===== src/hdl/entab_pkg.sv =====
// Shared types and constants for the blank-to-tab compression block.
package entab_pkg;

  // Character codes the block treats specially.
  localparam logic [7:0] CharBlank   = 8'h20;
  localparam logic [7:0] CharTab     = 8'h09;
  localparam logic [7:0] CharNewline = 8'h0A;

  // Fixed field widths.
  localparam int unsigned CharWidth  = 8;
  localparam int unsigned CountWidth = 6;
  localparam int unsigned ColWidth   = 8;
  localparam int unsigned StopWidth  = 64;
  localparam int unsigned MapWidth   = 2 * StopWidth;
  localparam int unsigned MapIdxWidth = $clog2(MapWidth);

  // Register indexes of the configuration port.
  localparam logic CfgStopsLow  = 1'b0;
  localparam logic CfgStopsHigh = 1'b1;

  // Reset value of both stop registers: a stop every eight columns.
  localparam logic [StopWidth-1:0] StopReset = 64'h8080_8080_8080_8080;

  // One command from the front to the back: a run to emit and the closing byte.
  typedef struct packed {
    logic [CountWidth-1:0] tabs;
    logic [CountWidth-1:0] blanks;
    logic [CharWidth-1:0]  ch;
  } cmd_t;

  // Queue status seen by both sides.
  typedef struct packed {
    logic full;
    logic not_empty;
  } queue_status_t;

endpackage


===== src/hdl/entab_front.sv =====
// Front part: accepts bytes, tracks column and pending run, issues commands.
module entab_front #(
  parameter int unsigned TABLE_COLUMNS = 128,
  parameter int unsigned MAX_PENDING   = 63
) (
  input  logic                                 clk_i,
  input  logic                                 rst_ni,
  input  logic                                 in_valid_i,
  output logic                                 in_stall_o,
  input  logic [entab_pkg::CharWidth-1:0]      in_char_i,
  input  logic                                 cfg_we_i,
  input  logic                                 cfg_index_i,
  input  logic [entab_pkg::StopWidth-1:0]      cfg_data_i,
  input  entab_pkg::queue_status_t             q_status_i,
  output logic                                 push_o,
  output entab_pkg::cmd_t                      push_cmd_o
);

  localparam logic [entab_pkg::ColWidth-1:0] ColLimit =
    entab_pkg::ColWidth'(TABLE_COLUMNS + 1);
  localparam logic [entab_pkg::ColWidth-1:0] ColLast =
    entab_pkg::ColWidth'(TABLE_COLUMNS);
  localparam logic [entab_pkg::CountWidth:0] PendLimit =
    (entab_pkg::CountWidth + 1)'(MAX_PENDING);

  // Front states.
  localparam logic StIdle = 1'b0;
  localparam logic StSeek = 1'b1;

  logic                                  state_q, state_d;
  logic [entab_pkg::ColWidth-1:0]        col_q, col_d;
  logic [entab_pkg::CountWidth-1:0]      ptabs_q, ptabs_d;
  logic [entab_pkg::CountWidth-1:0]      pblanks_q, pblanks_d;
  logic [entab_pkg::StopWidth-1:0]       stops_lo_q, stops_hi_q;
  logic [entab_pkg::MapWidth-1:0]        stop_map;
  logic [entab_pkg::ColWidth-1:0]        col_m1;
  logic                                  at_stop;
  logic [entab_pkg::ColWidth-1:0]        col_next;
  logic                                  accept;
  logic [entab_pkg::CountWidth:0]        nt, nb;
  logic [entab_pkg::CountWidth:0]        nsum;

  // Stop lookup for the current column; columns past the table are stops.
  assign stop_map = {stops_hi_q, stops_lo_q};
  assign col_m1   = col_q - 1'b1;
  assign at_stop  = (col_q == '0) || (col_q > ColLast) ||
                    stop_map[col_m1[entab_pkg::MapIdxWidth-1:0]];
  assign col_next = (col_q >= ColLimit) ? ColLimit : col_q + 1'b1;

  assign in_stall_o = (state_q == StSeek) || q_status_i.full;
  assign accept     = in_valid_i && !in_stall_o;

  // Pending run update for a blank.
  always_comb begin
    if (at_stop) begin
      nt = {1'b0, ptabs_q} + 1'b1;
      nb = '0;
    end else begin
      nt = {1'b0, ptabs_q};
      nb = {1'b0, pblanks_q} + 1'b1;
    end
    nsum = nt + nb;
  end

  // A non-blank byte closes the run and goes to the back as one command.
  assign push_o            = accept && (in_char_i != entab_pkg::CharBlank);
  assign push_cmd_o.tabs   = ptabs_q;
  assign push_cmd_o.blanks = (in_char_i == entab_pkg::CharTab) ? '0 : pblanks_q;
  assign push_cmd_o.ch     = in_char_i;

  // Column and pending-run control, with a stepwise search for the next stop.
  always_comb begin
    state_d   = state_q;
    col_d     = col_q;
    ptabs_d   = ptabs_q;
    pblanks_d = pblanks_q;
    unique case (state_q)
      StIdle: begin
        if (accept) begin
          if (in_char_i == entab_pkg::CharBlank) begin
            if (nsum <= PendLimit) begin
              ptabs_d   = nt[entab_pkg::CountWidth-1:0];
              pblanks_d = nb[entab_pkg::CountWidth-1:0];
            end
            col_d = col_next;
          end else begin
            ptabs_d   = '0;
            pblanks_d = '0;
            if (in_char_i == entab_pkg::CharNewline) begin
              col_d = entab_pkg::ColWidth'(1);
            end else if (in_char_i == entab_pkg::CharTab) begin
              state_d = StSeek;
            end else begin
              col_d = col_next;
            end
          end
        end
      end
      StSeek: begin
        col_d = col_next;
        if (at_stop) begin
          state_d = StIdle;
        end
      end
      default: state_d = StIdle;
    endcase
  end

  always_ff @(posedge clk_i or negedge rst_ni) begin
    if (!rst_ni) begin
      state_q   <= StIdle;
      col_q     <= entab_pkg::ColWidth'(1);
      ptabs_q   <= '0;
      pblanks_q <= '0;
    end else begin
      state_q   <= state_d;
      col_q     <= col_d;
      ptabs_q   <= ptabs_d;
      pblanks_q <= pblanks_d;
    end
  end

  // Tab-stop registers.
  always_ff @(posedge clk_i or negedge rst_ni) begin
    if (!rst_ni) begin
      stops_lo_q <= entab_pkg::StopReset;
      stops_hi_q <= entab_pkg::StopReset;
    end else if (cfg_we_i) begin
      unique case (cfg_index_i)
        entab_pkg::CfgStopsLow:  stops_lo_q <= cfg_data_i;
        entab_pkg::CfgStopsHigh: stops_hi_q <= cfg_data_i;
        default: ;
      endcase
    end
  end

endmodule


===== src/hdl/entab_queue.sv =====
// Two-entry command queue between the front and the back.
module entab_queue (
  input  logic                      clk_i,
  input  logic                      rst_ni,
  input  logic                      push_i,
  input  entab_pkg::cmd_t           push_cmd_i,
  input  logic                      pop_i,
  output entab_pkg::cmd_t           head_o,
  output entab_pkg::queue_status_t  status_o
);

  entab_pkg::cmd_t slot_q [2];
  logic            wr_ptr_q, rd_ptr_q;
  logic [1:0]      count_q;

  assign head_o             = slot_q[rd_ptr_q];
  assign status_o.full      = (count_q == 2'd2);
  assign status_o.not_empty = (count_q != 2'd0);

  // Entry storage.
  always_ff @(posedge clk_i) begin
    if (push_i) begin
      slot_q[wr_ptr_q] <= push_cmd_i;
    end
  end

  // Pointers and fill count.
  always_ff @(posedge clk_i or negedge rst_ni) begin
    if (!rst_ni) begin
      wr_ptr_q <= 1'b0;
      rd_ptr_q <= 1'b0;
      count_q  <= 2'd0;
    end else begin
      if (push_i) begin
        wr_ptr_q <= ~wr_ptr_q;
      end
      if (pop_i) begin
        rd_ptr_q <= ~rd_ptr_q;
      end
      if (push_i && !pop_i) begin
        count_q <= count_q + 2'd1;
      end else if (pop_i && !push_i) begin
        count_q <= count_q - 2'd1;
      end
    end
  end

endmodule


===== src/hdl/entab_back.sv =====
// Back part: expands each command into tabs, blanks and the closing byte.
module entab_back (
  input  logic                             clk_i,
  input  logic                             rst_ni,
  input  entab_pkg::cmd_t                  head_i,
  input  entab_pkg::queue_status_t         q_status_i,
  output logic                             pop_o,
  output logic                             out_valid_o,
  input  logic                             out_stall_i,
  output logic [entab_pkg::CharWidth-1:0]  out_char_o,
  output logic                             out_last_of_run_o
);

  logic                                 job_q;
  logic [entab_pkg::CountWidth-1:0]     tabs_q, tabs_d;
  logic [entab_pkg::CountWidth-1:0]     blanks_q, blanks_d;
  logic [entab_pkg::CharWidth-1:0]      ch_q, ch_d;
  logic                                 out_valid_q, out_valid_d;
  logic [entab_pkg::CharWidth-1:0]      out_char_q, out_char_d;
  logic                                 out_last_q, out_last_d;
  logic                                 advance, emit, job_done;

  assign advance  = !out_valid_q || !out_stall_i;
  assign emit     = advance && job_q;
  assign job_done = emit && (tabs_q == '0) && (blanks_q == '0);
  assign pop_o    = q_status_i.not_empty && (!job_q || job_done);

  // Next output byte and job countdown.
  always_comb begin
    out_valid_d = out_valid_q;
    out_char_d  = out_char_q;
    out_last_d  = out_last_q;
    tabs_d      = tabs_q;
    blanks_d    = blanks_q;
    ch_d        = ch_q;
    if (emit) begin
      out_valid_d = 1'b1;
      priority if (tabs_q != '0) begin
        out_char_d = entab_pkg::CharTab;
        out_last_d = 1'b0;
        tabs_d     = tabs_q - 1'b1;
      end else if (blanks_q != '0) begin
        out_char_d = entab_pkg::CharBlank;
        out_last_d = 1'b0;
        blanks_d   = blanks_q - 1'b1;
      end else begin
        out_char_d = ch_q;
        out_last_d = 1'b1;
      end
    end else if (advance) begin
      out_valid_d = 1'b0;
    end
    if (pop_o) begin
      tabs_d   = head_i.tabs;
      blanks_d = head_i.blanks;
      ch_d     = head_i.ch;
    end
  end

  always_ff @(posedge clk_i or negedge rst_ni) begin
    if (!rst_ni) begin
      job_q       <= 1'b0;
      out_valid_q <= 1'b0;
    end else begin
      out_valid_q <= out_valid_d;
      if (pop_o) begin
        job_q <= 1'b1;
      end else if (job_done) begin
        job_q <= 1'b0;
      end
    end
  end

  // Payload registers.
  always_ff @(posedge clk_i) begin
    tabs_q     <= tabs_d;
    blanks_q   <= blanks_d;
    ch_q       <= ch_d;
    out_char_q <= out_char_d;
    out_last_q <= out_last_d;
  end

  assign out_valid_o       = out_valid_q;
  assign out_char_o        = out_char_q;
  assign out_last_of_run_o = out_last_q;

endmodule


===== src/hdl/entab_with_tab_stop_table.sv =====
// Top level of the blank-to-tab compression block with a tab-stop table.
// Usage: bytes enter on the input channel (in_valid_i, in_stall_o, in_char_i)
// and leave on the output channel (out_valid_o, out_stall_i, out_char_o,
// out_last_of_run_o). A transaction moves one byte at an edge with valid high
// and stall low. A blank produces no output; any other byte produces the
// pending tabs, then the pending blanks (none for a tab byte), then the byte
// itself with out_last_of_run_o set.
// Throughput: while out_stall_i is low, the back emits one byte per cycle and
// fetches the next command in the cycle that emits the last byte of the
// current one. A steady stream of plain bytes therefore moves at one byte per
// cycle when the receiver does not stall. A tab byte holds the front, with
// in_stall_o high, while it steps column by column through the stop table.
// A two-entry command queue separates front and back, so input keeps flowing
// while the receiver stalls until the queue fills; output bytes hold steady
// while stalled. Reset sets column 1, clears the pending run and the queue,
// and loads a stop every eight columns into both stop registers.
module entab_with_tab_stop_table #(
  parameter int unsigned TABLE_COLUMNS = 128,
  parameter int unsigned MAX_PENDING   = 63
) (
  input  logic                             clk_i,
  input  logic                             rst_ni,
  input  logic                             in_valid_i,
  output logic                             in_stall_o,
  input  logic [entab_pkg::CharWidth-1:0]  in_char_i,
  output logic                             out_valid_o,
  input  logic                             out_stall_i,
  output logic [entab_pkg::CharWidth-1:0]  out_char_o,
  output logic                             out_last_of_run_o,
  input  logic                             cfg_we_i,
  input  logic                             cfg_index_i,
  input  logic [entab_pkg::StopWidth-1:0]  cfg_data_i
);

  logic                      push, pop;
  entab_pkg::cmd_t           push_cmd, head;
  entab_pkg::queue_status_t  q_status;

  entab_front #(
    .TABLE_COLUMNS (TABLE_COLUMNS),
    .MAX_PENDING   (MAX_PENDING)
  ) u_front (
    .clk_i       (clk_i),
    .rst_ni      (rst_ni),
    .in_valid_i  (in_valid_i),
    .in_stall_o  (in_stall_o),
    .in_char_i   (in_char_i),
    .cfg_we_i    (cfg_we_i),
    .cfg_index_i (cfg_index_i),
    .cfg_data_i  (cfg_data_i),
    .q_status_i  (q_status),
    .push_o      (push),
    .push_cmd_o  (push_cmd)
  );

  entab_queue u_queue (
    .clk_i      (clk_i),
    .rst_ni     (rst_ni),
    .push_i     (push),
    .push_cmd_i (push_cmd),
    .pop_i      (pop),
    .head_o     (head),
    .status_o   (q_status)
  );

  entab_back u_back (
    .clk_i             (clk_i),
    .rst_ni            (rst_ni),
    .head_i            (head),
    .q_status_i        (q_status),
    .pop_o             (pop),
    .out_valid_o       (out_valid_o),
    .out_stall_i       (out_stall_i),
    .out_char_o        (out_char_o),
    .out_last_of_run_o (out_last_of_run_o)
  );

endmodule


===== config.mk =====
export PLATFORM = sky130hd
export DESIGN_NAME = entab_with_tab_stop_table
export DESIGN_NICKNAME = d
export VERILOG_FILES = /design/src/hdl/entab_pkg.sv /design/src/hdl/entab_front.sv /design/src/hdl/entab_queue.sv /design/src/hdl/entab_back.sv /design/src/hdl/entab_with_tab_stop_table.sv
export SDC_FILE = /design/constraint.sdc
export NUM_CORES = 1
export LEC_CHECK = 0
export ABC_AREA = 1
export BUFFER_PORTS_ARGS = -buffer_cell sky130_fd_sc_hd__buf_2
export CORE_MARGIN = 1.5
export CORE_UTILIZATION = 43
export DETAILED_ROUTE_END_ITERATION = 6
export PLACE_DENSITY_LB_ADDON = 0.1
export SYNTH_ARGS = -nofsm -noshare
export SYNTH_HDL_FRONTEND = slang
export SYNTH_SLANG_ARGS = --single-unit

===== constraint.sdc =====
create_clock -name clk_i -period 7.6 [get_ports clk_i]
set_input_delay 0.38 -clock clk_i [delete_from_list [all_inputs] [get_ports clk_i]]
set_output_delay 0.38 -clock clk_i [all_outputs]
set_load 0.1 [all_outputs]

Yosys cells after proc, flatten, opt, wreduce, memory -nomap -nowiden --
Memory sizes are Yosys's and may differ from the RTL's. Cells that the tools add are included.
Operators by class: add/subtract/negate cells 9, $lt $le $gt $ge 4, equality and inequality tests 9, muxes and demuxes 38, bitwise operators 4, reductions and logical operators 38
Operators with widths (count):
- 2-to-1 mux 6 bit | 13
- 2-to-1 mux 8 bit | 5
- == test 8 x 4 -> 1 bit (second input constant) | 2
- case mux 8 bit (2 select lines) | 1
- adder 6 x 1 -> 7 bit (second input constant) | 2
- 2-to-1 mux 7 bit | 2
- nonzero test 2 bit | 7
- 2-to-1 mux 1 bit | 13
- zero test 6 bit | 2
- nonzero test 6 bit | 2
- subtractor 6 x 1 -> 6 bit (second input constant) | 2
- adder 8 x 1 -> 8 bit (second input constant) | 1
- == test 8 x 6 -> 1 bit (second input constant) | 1
- >= comparator 8 bit (second input constant) | 1
- > comparator 8 bit (second input constant) | 1
- logical AND 1 bit | 8
- zero test 8 bit | 1
- less-than comparator 7 x 8 -> 1 bit (second input constant) | 1
- inequality test 8 x 6 -> 1 bit (second input constant) | 1
- AND reduction 2 bit | 4
- adder 7 bit | 1
- binary-select mux 1 bit (select 7 bit) | 1
- less-or-equal comparator 7 x 6 -> 1 bit (second input constant) | 1
- subtractor 7 x 1 -> 7 bit (second input constant) | 1
- 13 further kinds | 28
Word-level totals: bits in registers 184, bits in writable memories 40, logic and storage cells 120, memories kept 1
Memory list:
- u_queue.slot_q | depth 2, width 20, read ports 1, clocked after memory_dff 0, write ports 1, line entab_queue.sv:12 | entab_pkg::cmd_t slot_q [2];

Longest topological paths before layout --
depth in word-level cells 10, gate-level depth with buffers 31, mapped depth without buffers 25

Modules after synthesis --
A second synthesis with hierarchy kept.
Unflattened totals: cell total of the unflattened synthesis 1311, area total of the unflattened synthesis 11123.2 um^2
By module, submodules not included:
- entab_front | times used 1, cells an instance 1086, area each 7921.3 um^2, seq. area each 3749.8 um^2
- entab_queue | times used 1, cells an instance 87, area each 1726.7 um^2, seq. area each 1301.2 um^2
- entab_back | times used 1, cells an instance 138, area each 1475.2 um^2, seq. area each 920.9 um^2

Worst setup path before layout --
Ideal clock, no wire load.
path type register to register, start register u_front.col_q[0] (netlist name), end register u_front.ptabs_q[2] (netlist name), data arrival time 4.028 ns, path slack 3.451 ns, stages on the path, launching flop included 28, buffers on the path 6, clock period less this slack 4.149 ns, cells stage by stage dfstp_2 inv_2 buf_2 buf_2 ha_1 clkbuf_1 clkbuf_1 nor2_1 o21ai_0 nand3_1 nand3_1 nand3_1 nand3_1 nand3_1 nand2_2 nand2_4 buf_2 nor2_1 ha_1 inv_1 fa_1 o311ai_0 inv_1 nand3_1 nand3_2 buf_4 nand3_1 nand2_1
Between the ends: word-level cells in the longest chain between the ends 9
Ends and longest elaborated chain:
- from (decl) | line entab_front.sv:31 | logic [entab_pkg::ColWidth-1:0] col_q, col_d;
- from (signal assigned) | line entab_front.sv:112 | col_q <= entab_pkg::ColWidth'(1);
- from (signal assigned) | line entab_front.sv:117 | col_q <= col_d;
- subtractor 7 x 1 -> 7 bit | line entab_front.sv:45 | assign col_m1 = col_q - 1'b1;
- binary-select mux 1 bit (select 7 bit) | line entab_front.sv:47 | stop_map[col_m1[entab_pkg::MapIdxWidth-1:0]];
- 2-to-1 mux 1 bit (not written as such) | line entab_front.sv:47
- logical OR 1 bit (*) | line entab_front.sv:46 | assign at_stop = (col_q == '0) || (col_q > ColLast) ||
- 2-to-1 mux 7 bit | line entab_front.sv:55 | if (at_stop) begin
- adder 7 bit | line entab_front.sv:62 | nsum = nt + nb;
- less-or-equal comparator 7 x 6 -> 1 bit | line entab_front.sv:81 | if (nsum <= PendLimit) begin
- inequality test 2 bit (no line)
- AND reduction 3 bit (no line)
- to (signal assigned) | line entab_front.sv:118 | ptabs_q <= ptabs_d;
- to (decl) | line entab_front.sv:32 | logic [entab_pkg::CountWidth-1:0] ptabs_q, ptabs_d;
Mark *: on every way between the ends. The rest lies on a longest branch, timed or not. The select of a mux whose other input is x is not followed. A chain may end at the register's enable or synchronous reset.

Final worst setup path --
start register u_front.col_q[0] (netlist name), end register u_front.pblanks_q[2] (netlist name)
Between the ends: word-level cells in the longest chain between the ends 9
Ends and longest elaborated chain:
- subtractor 7 x 1 -> 7 bit | line entab_front.sv:45
- binary-select mux 1 bit (select 7 bit) | line entab_front.sv:47
- 2-to-1 mux 1 bit (not written as such) | line entab_front.sv:47
- logical OR 1 bit (*) | line entab_front.sv:46
- 2-to-1 mux 7 bit | line entab_front.sv:55
- adder 7 bit | line entab_front.sv:62
- less-or-equal comparator 7 x 6 -> 1 bit | line entab_front.sv:81
- inequality test 2 bit (no line)
- AND reduction 3 bit (no line)
- to (signal assigned) | line entab_front.sv:119 | pblanks_q <= pblanks_d;
- to (decl) | line entab_front.sv:33 | logic [entab_pkg::CountWidth-1:0] pblanks_q, pblanks_d;
Marked as above.

==> metrics <==
status completed; final hold vios 0; Sw Pwr 1.65 mW; 1st-iter DRT viols 530; CP top delay family simple AND/OR/NAND/NOR gates; Worst R2R Setup Slack 2240 ps; hpwl dp 15.6 mm; DRC 0; Root Driver clkbuf_16; CP max-delay cell xnor2_2; CTS Buf Count 26; CP Depth 23; Multi-input gate area 0.00394 mm²; Synth-to-Final Area Change 14.7%; post_cts resized 0; CP startpoint kind register; Final GP Congestion 0.821; static leakage 6.07 nW; Worst Hold Class in -> reg; detail-routed via count per cell 4.87; fraction of layout cells with a size suffix above 1 12.9%; routed len/inst 14.4 µm; largest net degree at the start of global routing 97; sw frac 37.7%; CTS tree built; global-route wire length before repair 41.9 mm; H-tree Lvls 1; pwr dens 352 mW/mm²; Post-CTS Setup Inserts 0; row cnt 57; Hold Path Origin cfg_data_i[23]; Placed Area 0.0115 mm²; number of fill cells 2430; Cell variety after synth 40; kind of critical path reg -> reg; core area 0.0245 mm²; fmax 187 MHz; Die Span Y 162 µm; die width 162 µm; transition time of the tightest slew-check pin 1000 ps; MaxCap Viol Count 0; Fin Clk Skew 22.7 ps; internal power 2.73 mW; clk_lat worst skew 540 ps; via count 8360; antenna viol nets, final 0; Critical R2R Capture u_front.pblanks_q[2]; Top Ports 89; die area 0.0262 mm²; combinational power share 35.2%; Worst EP arrival 5810 ps; Worst Path Max Fanout 67; GRT overflow 0; critical path, cell by cell buf_4 -> inv_2 -> ha_1 -> xnor2_2 -> nand3_1 -> nand3_1 -> nand3_1 -> nand3_1 -> nand3_1 -> nand2_2 -> nand2_4 -> xor2_1 -> inv_1 -> ha_1 -> inv_1 -> fa_1 -> o311ai_0 -> inv_1 -> nand3_1 -> nand3_2 -> nand2_2 -> nand2_1 -> nand2_1; Synth Warn # 0; relative slew slack 32.8%; Period minus WS final 5360 ps; antenna fix cells 0; fin crit share 70.5%; RSZ-0062 raised after global routing false; clock sink total 224; synthesized area 0.0109 mm²; Max Root-Sink Buffers 3; Initial Utilization 44.2%; gr usage total 19.5%; max-slew violations 0; Critical Path RT 8060 ps; crit path to u_front.pblanks_q[2]; Hold Slack 71.5 ps; Sum Neg Setup Slack 0 ps; IO buf count 88; worst path buffer plus inverter count 5; Net Count, Synth 1399; Clock power frac 30.1%; Syn Inst Count 1307; Worst-path clk slew 60 ps; drt total wl 24.6 mm; max incr delay on CP 760 ps; worst vdd ir 0.000163 V; fin area 0.0125 mm²; number of global-route vias before repair 8217; FF+latch count, synth 224; initial antenna violation count 0; Critical Path Start u_front.col_q[0]; power share of the sequential group 34.7%; average size of a mapped cell 8.30 µm²; RR Startpoint u_front.col_q[0]; worst-case reg-to-reg path depth 23; Setup violations, final 0; first-pass detailed-route iteration total 5; CP endpoint kind register; FF/Latch Area 0.00597 mm²; Worst path most repeated cell nand3_1; proportion of synthesized chip area in sequential cells 55.0%; fin nets 1464
## cell usage after synthesis
| cell type | n | area, µm² |
|---|---|---|
| inv_2 | 3 | 11.3 |
| o21ai_1 | 1 | 5.00 |
| nand3b_1 | 1 | 7.51 |
| dfstp_2 | 17 | 447 |
| nand2_4 | 1 | 11.3 |
| a31oi_1 | 12 | 75.1 |
| clkbuf_1 | 41 | 154 |
| xnor2_1 | 5 | 43.8 |
| o211ai_1 | 2 | 15.0 |
| fa_1 | 1 | 20.0 |
| nand3_1 | 102 | 510 |
| buf_2 | 17 | 85.1 |
| nor3_2 | 1 | 10.0 |
| nor4_1 | 6 | 37.5 |
| a21oi_2 | 1 | 8.76 |
| ha_1 | 13 | 163 |
| a2bb2oi_1 | 1 | 8.76 |
| dfrtp_1 | 138 | 3450 |
| nor3_1 | 8 | 40.0 |
| xor2_1 | 16 | 140 |
| edfxtp_1 | 69 | 2070 |
| nand4_1 | 2 | 12.5 |
| buf_1 | 2 | 7.51 |
| nand2_2 | 2 | 12.5 |
| nor3b_1 | 1 | 7.51 |
| nor2_1 | 103 | 387 |
| buf_6 | 2 | 22.5 |
| o32ai_1 | 1 | 8.76 |
| buf_4 | 1 | 7.51 |
| nand3_2 | 2 | 20.0 |
| inv_1 | 177 | 664 |
| or2_2 | 6 | 37.5 |
| nand2_1 | 376 | 1410 |
| xor2_2 | 3 | 48.8 |
| o22ai_1 | 2 | 12.5 |
| xnor2_2 | 1 | 16.3 |
| o31ai_1 | 1 | 7.51 |
| a21oi_1 | 7 | 35.0 |
| o21ai_0 | 161 | 806 |
| o311ai_0 | 1 | 8.76 |
## metal layers
layer | global-route usage (%) | part of all wire (%)
met2 | 30.7 | 44
met1 | 28.8 | 50
met5 | 0 | 0
met4 | 4.05 | 1.3
met3 | 2.86 | 4.2
## registers in the layout, indices dropped and copies added, names as in the netlist
signal / count
u_front.col_q: 8
u_front.state_q: 1
u_back.blanks_q: 6
u_queue.rd_ptr_q: 1
u_back.out_char_o: 8
u_back.out_last_of_run_o: 1
u_back.job_q: 1
u_back.out_valid_o: 1
u_front.stops_lo_q: 64
u_queue.slot_q: 40
u_queue.count_q: 2
u_front.pblanks_q: 6
u_front.ptabs_q: 6
u_queue.wr_ptr_q: 1
u_back.tabs_q: 6
u_back.ch_q: 8
u_front.stops_hi_q: 64
## cell families after synthesis
kind of cell	Yosys count	share of synthesized area, %
AOI/OAI and AO/OA	190	9.13
buffers and inverters	243	8.77
and+or+nand+nor	611	23.1
DFF	224	55.0
xor gates and xnor gates	25	2.29
adders and majority gates	14	1.68
## cells in the final DEF (no fill, tap or decap), drive strengths merged, types with 2 or more instances in the layout
cell type  count
edfxtp        69
nor2         103
ha            13
clkinv         9
clkbuf        35
nor4           6
dfstp         17
bufinv         4
a31oi         12
or2            6
buf           99
dfrtp        138
nand3        104
nand4          2
o22ai          2
nand2        379
xnor2          6
xor2          19
o211ai         2
inv          180
nor3           9
o21ai        162
a21oi          8
## power by group through the flow
stage	Combinational [mW]	Sequential, mW	Clock [mW]
4_1_cts	1.56	1.52	1.35
5_1_grt	1.78	1.54	1.40
2_1_floorplan	1.19	1.53	0
3_5_place_dp	1.56	1.54	0
6_report	1.54	1.52	1.32
3_3_place_gp	1.54	1.54	0
## what timing repair did
action                                  4_1_cts  5_1_grt
hold buffers                                  1        0
endpoints found under the hold margin        43        0
endpoints found under the setup margin        0        0
## worst min-delay path by stage
stage | endpoint | slack, ps | depth (start not counted)
2_1_floorplan | u_back.job_q | 80 | 0
3_3_place_gp | u_back.out_valid_o | 440 | 2
3_5_place_dp | u_back.out_valid_o | 450 | 2
4_1_cts | u_queue.slot_q[1][1] | 60 | 1
5_1_grt | u_queue.slot_q[1][5] | 70 | 1
6_report | u_front.stops_lo_q[23] | 70 | 3
## worst reg2reg max path: cells and delay by family, from the launching register on
| family | cells | cell delay, ps |
|---|---|---|
| AND/OR/NAND/NOR | 12 | 1710 |
| adder cells (fa/ha/maj) | 3 | 790 |
| AO/OA/AOI/OAI | 1 | 440 |
| XOR/XNOR | 2 | 960 |
| buffers and inverters | 5 | 880 |
| flip-flops | 1 | 510 |
## final cells by class
cell class	count	area share [%]
Clock buffer	35	6.07
Clock inverter	13	1.29
Inverter	180	5.43
Multi-Input combinational cell	840	31.7
Sequential cell	224	48.0
Tap cell	324	3.26
Timing Repair Buffer	100	4.33
## through the flow
step | util [%] | power [mW] | std cells | worst slack, ps
2_1_floorplan | - | 2.71 | 1307 | 3450
3_3_place_gp | 47.0 | 3.08 | 1667 | 2360
3_5_place_dp | 47.0 | 3.10 | 1667 | 2270
4_1_cts | 50.7 | 4.43 | 1716 | 2270
5_1_grt | 50.7 | 4.72 | 1716 | 1730
6_report | 50.7 | 4.38 | 1716 | 2240
Note: power is estimated with default switching activity, not from simulation.
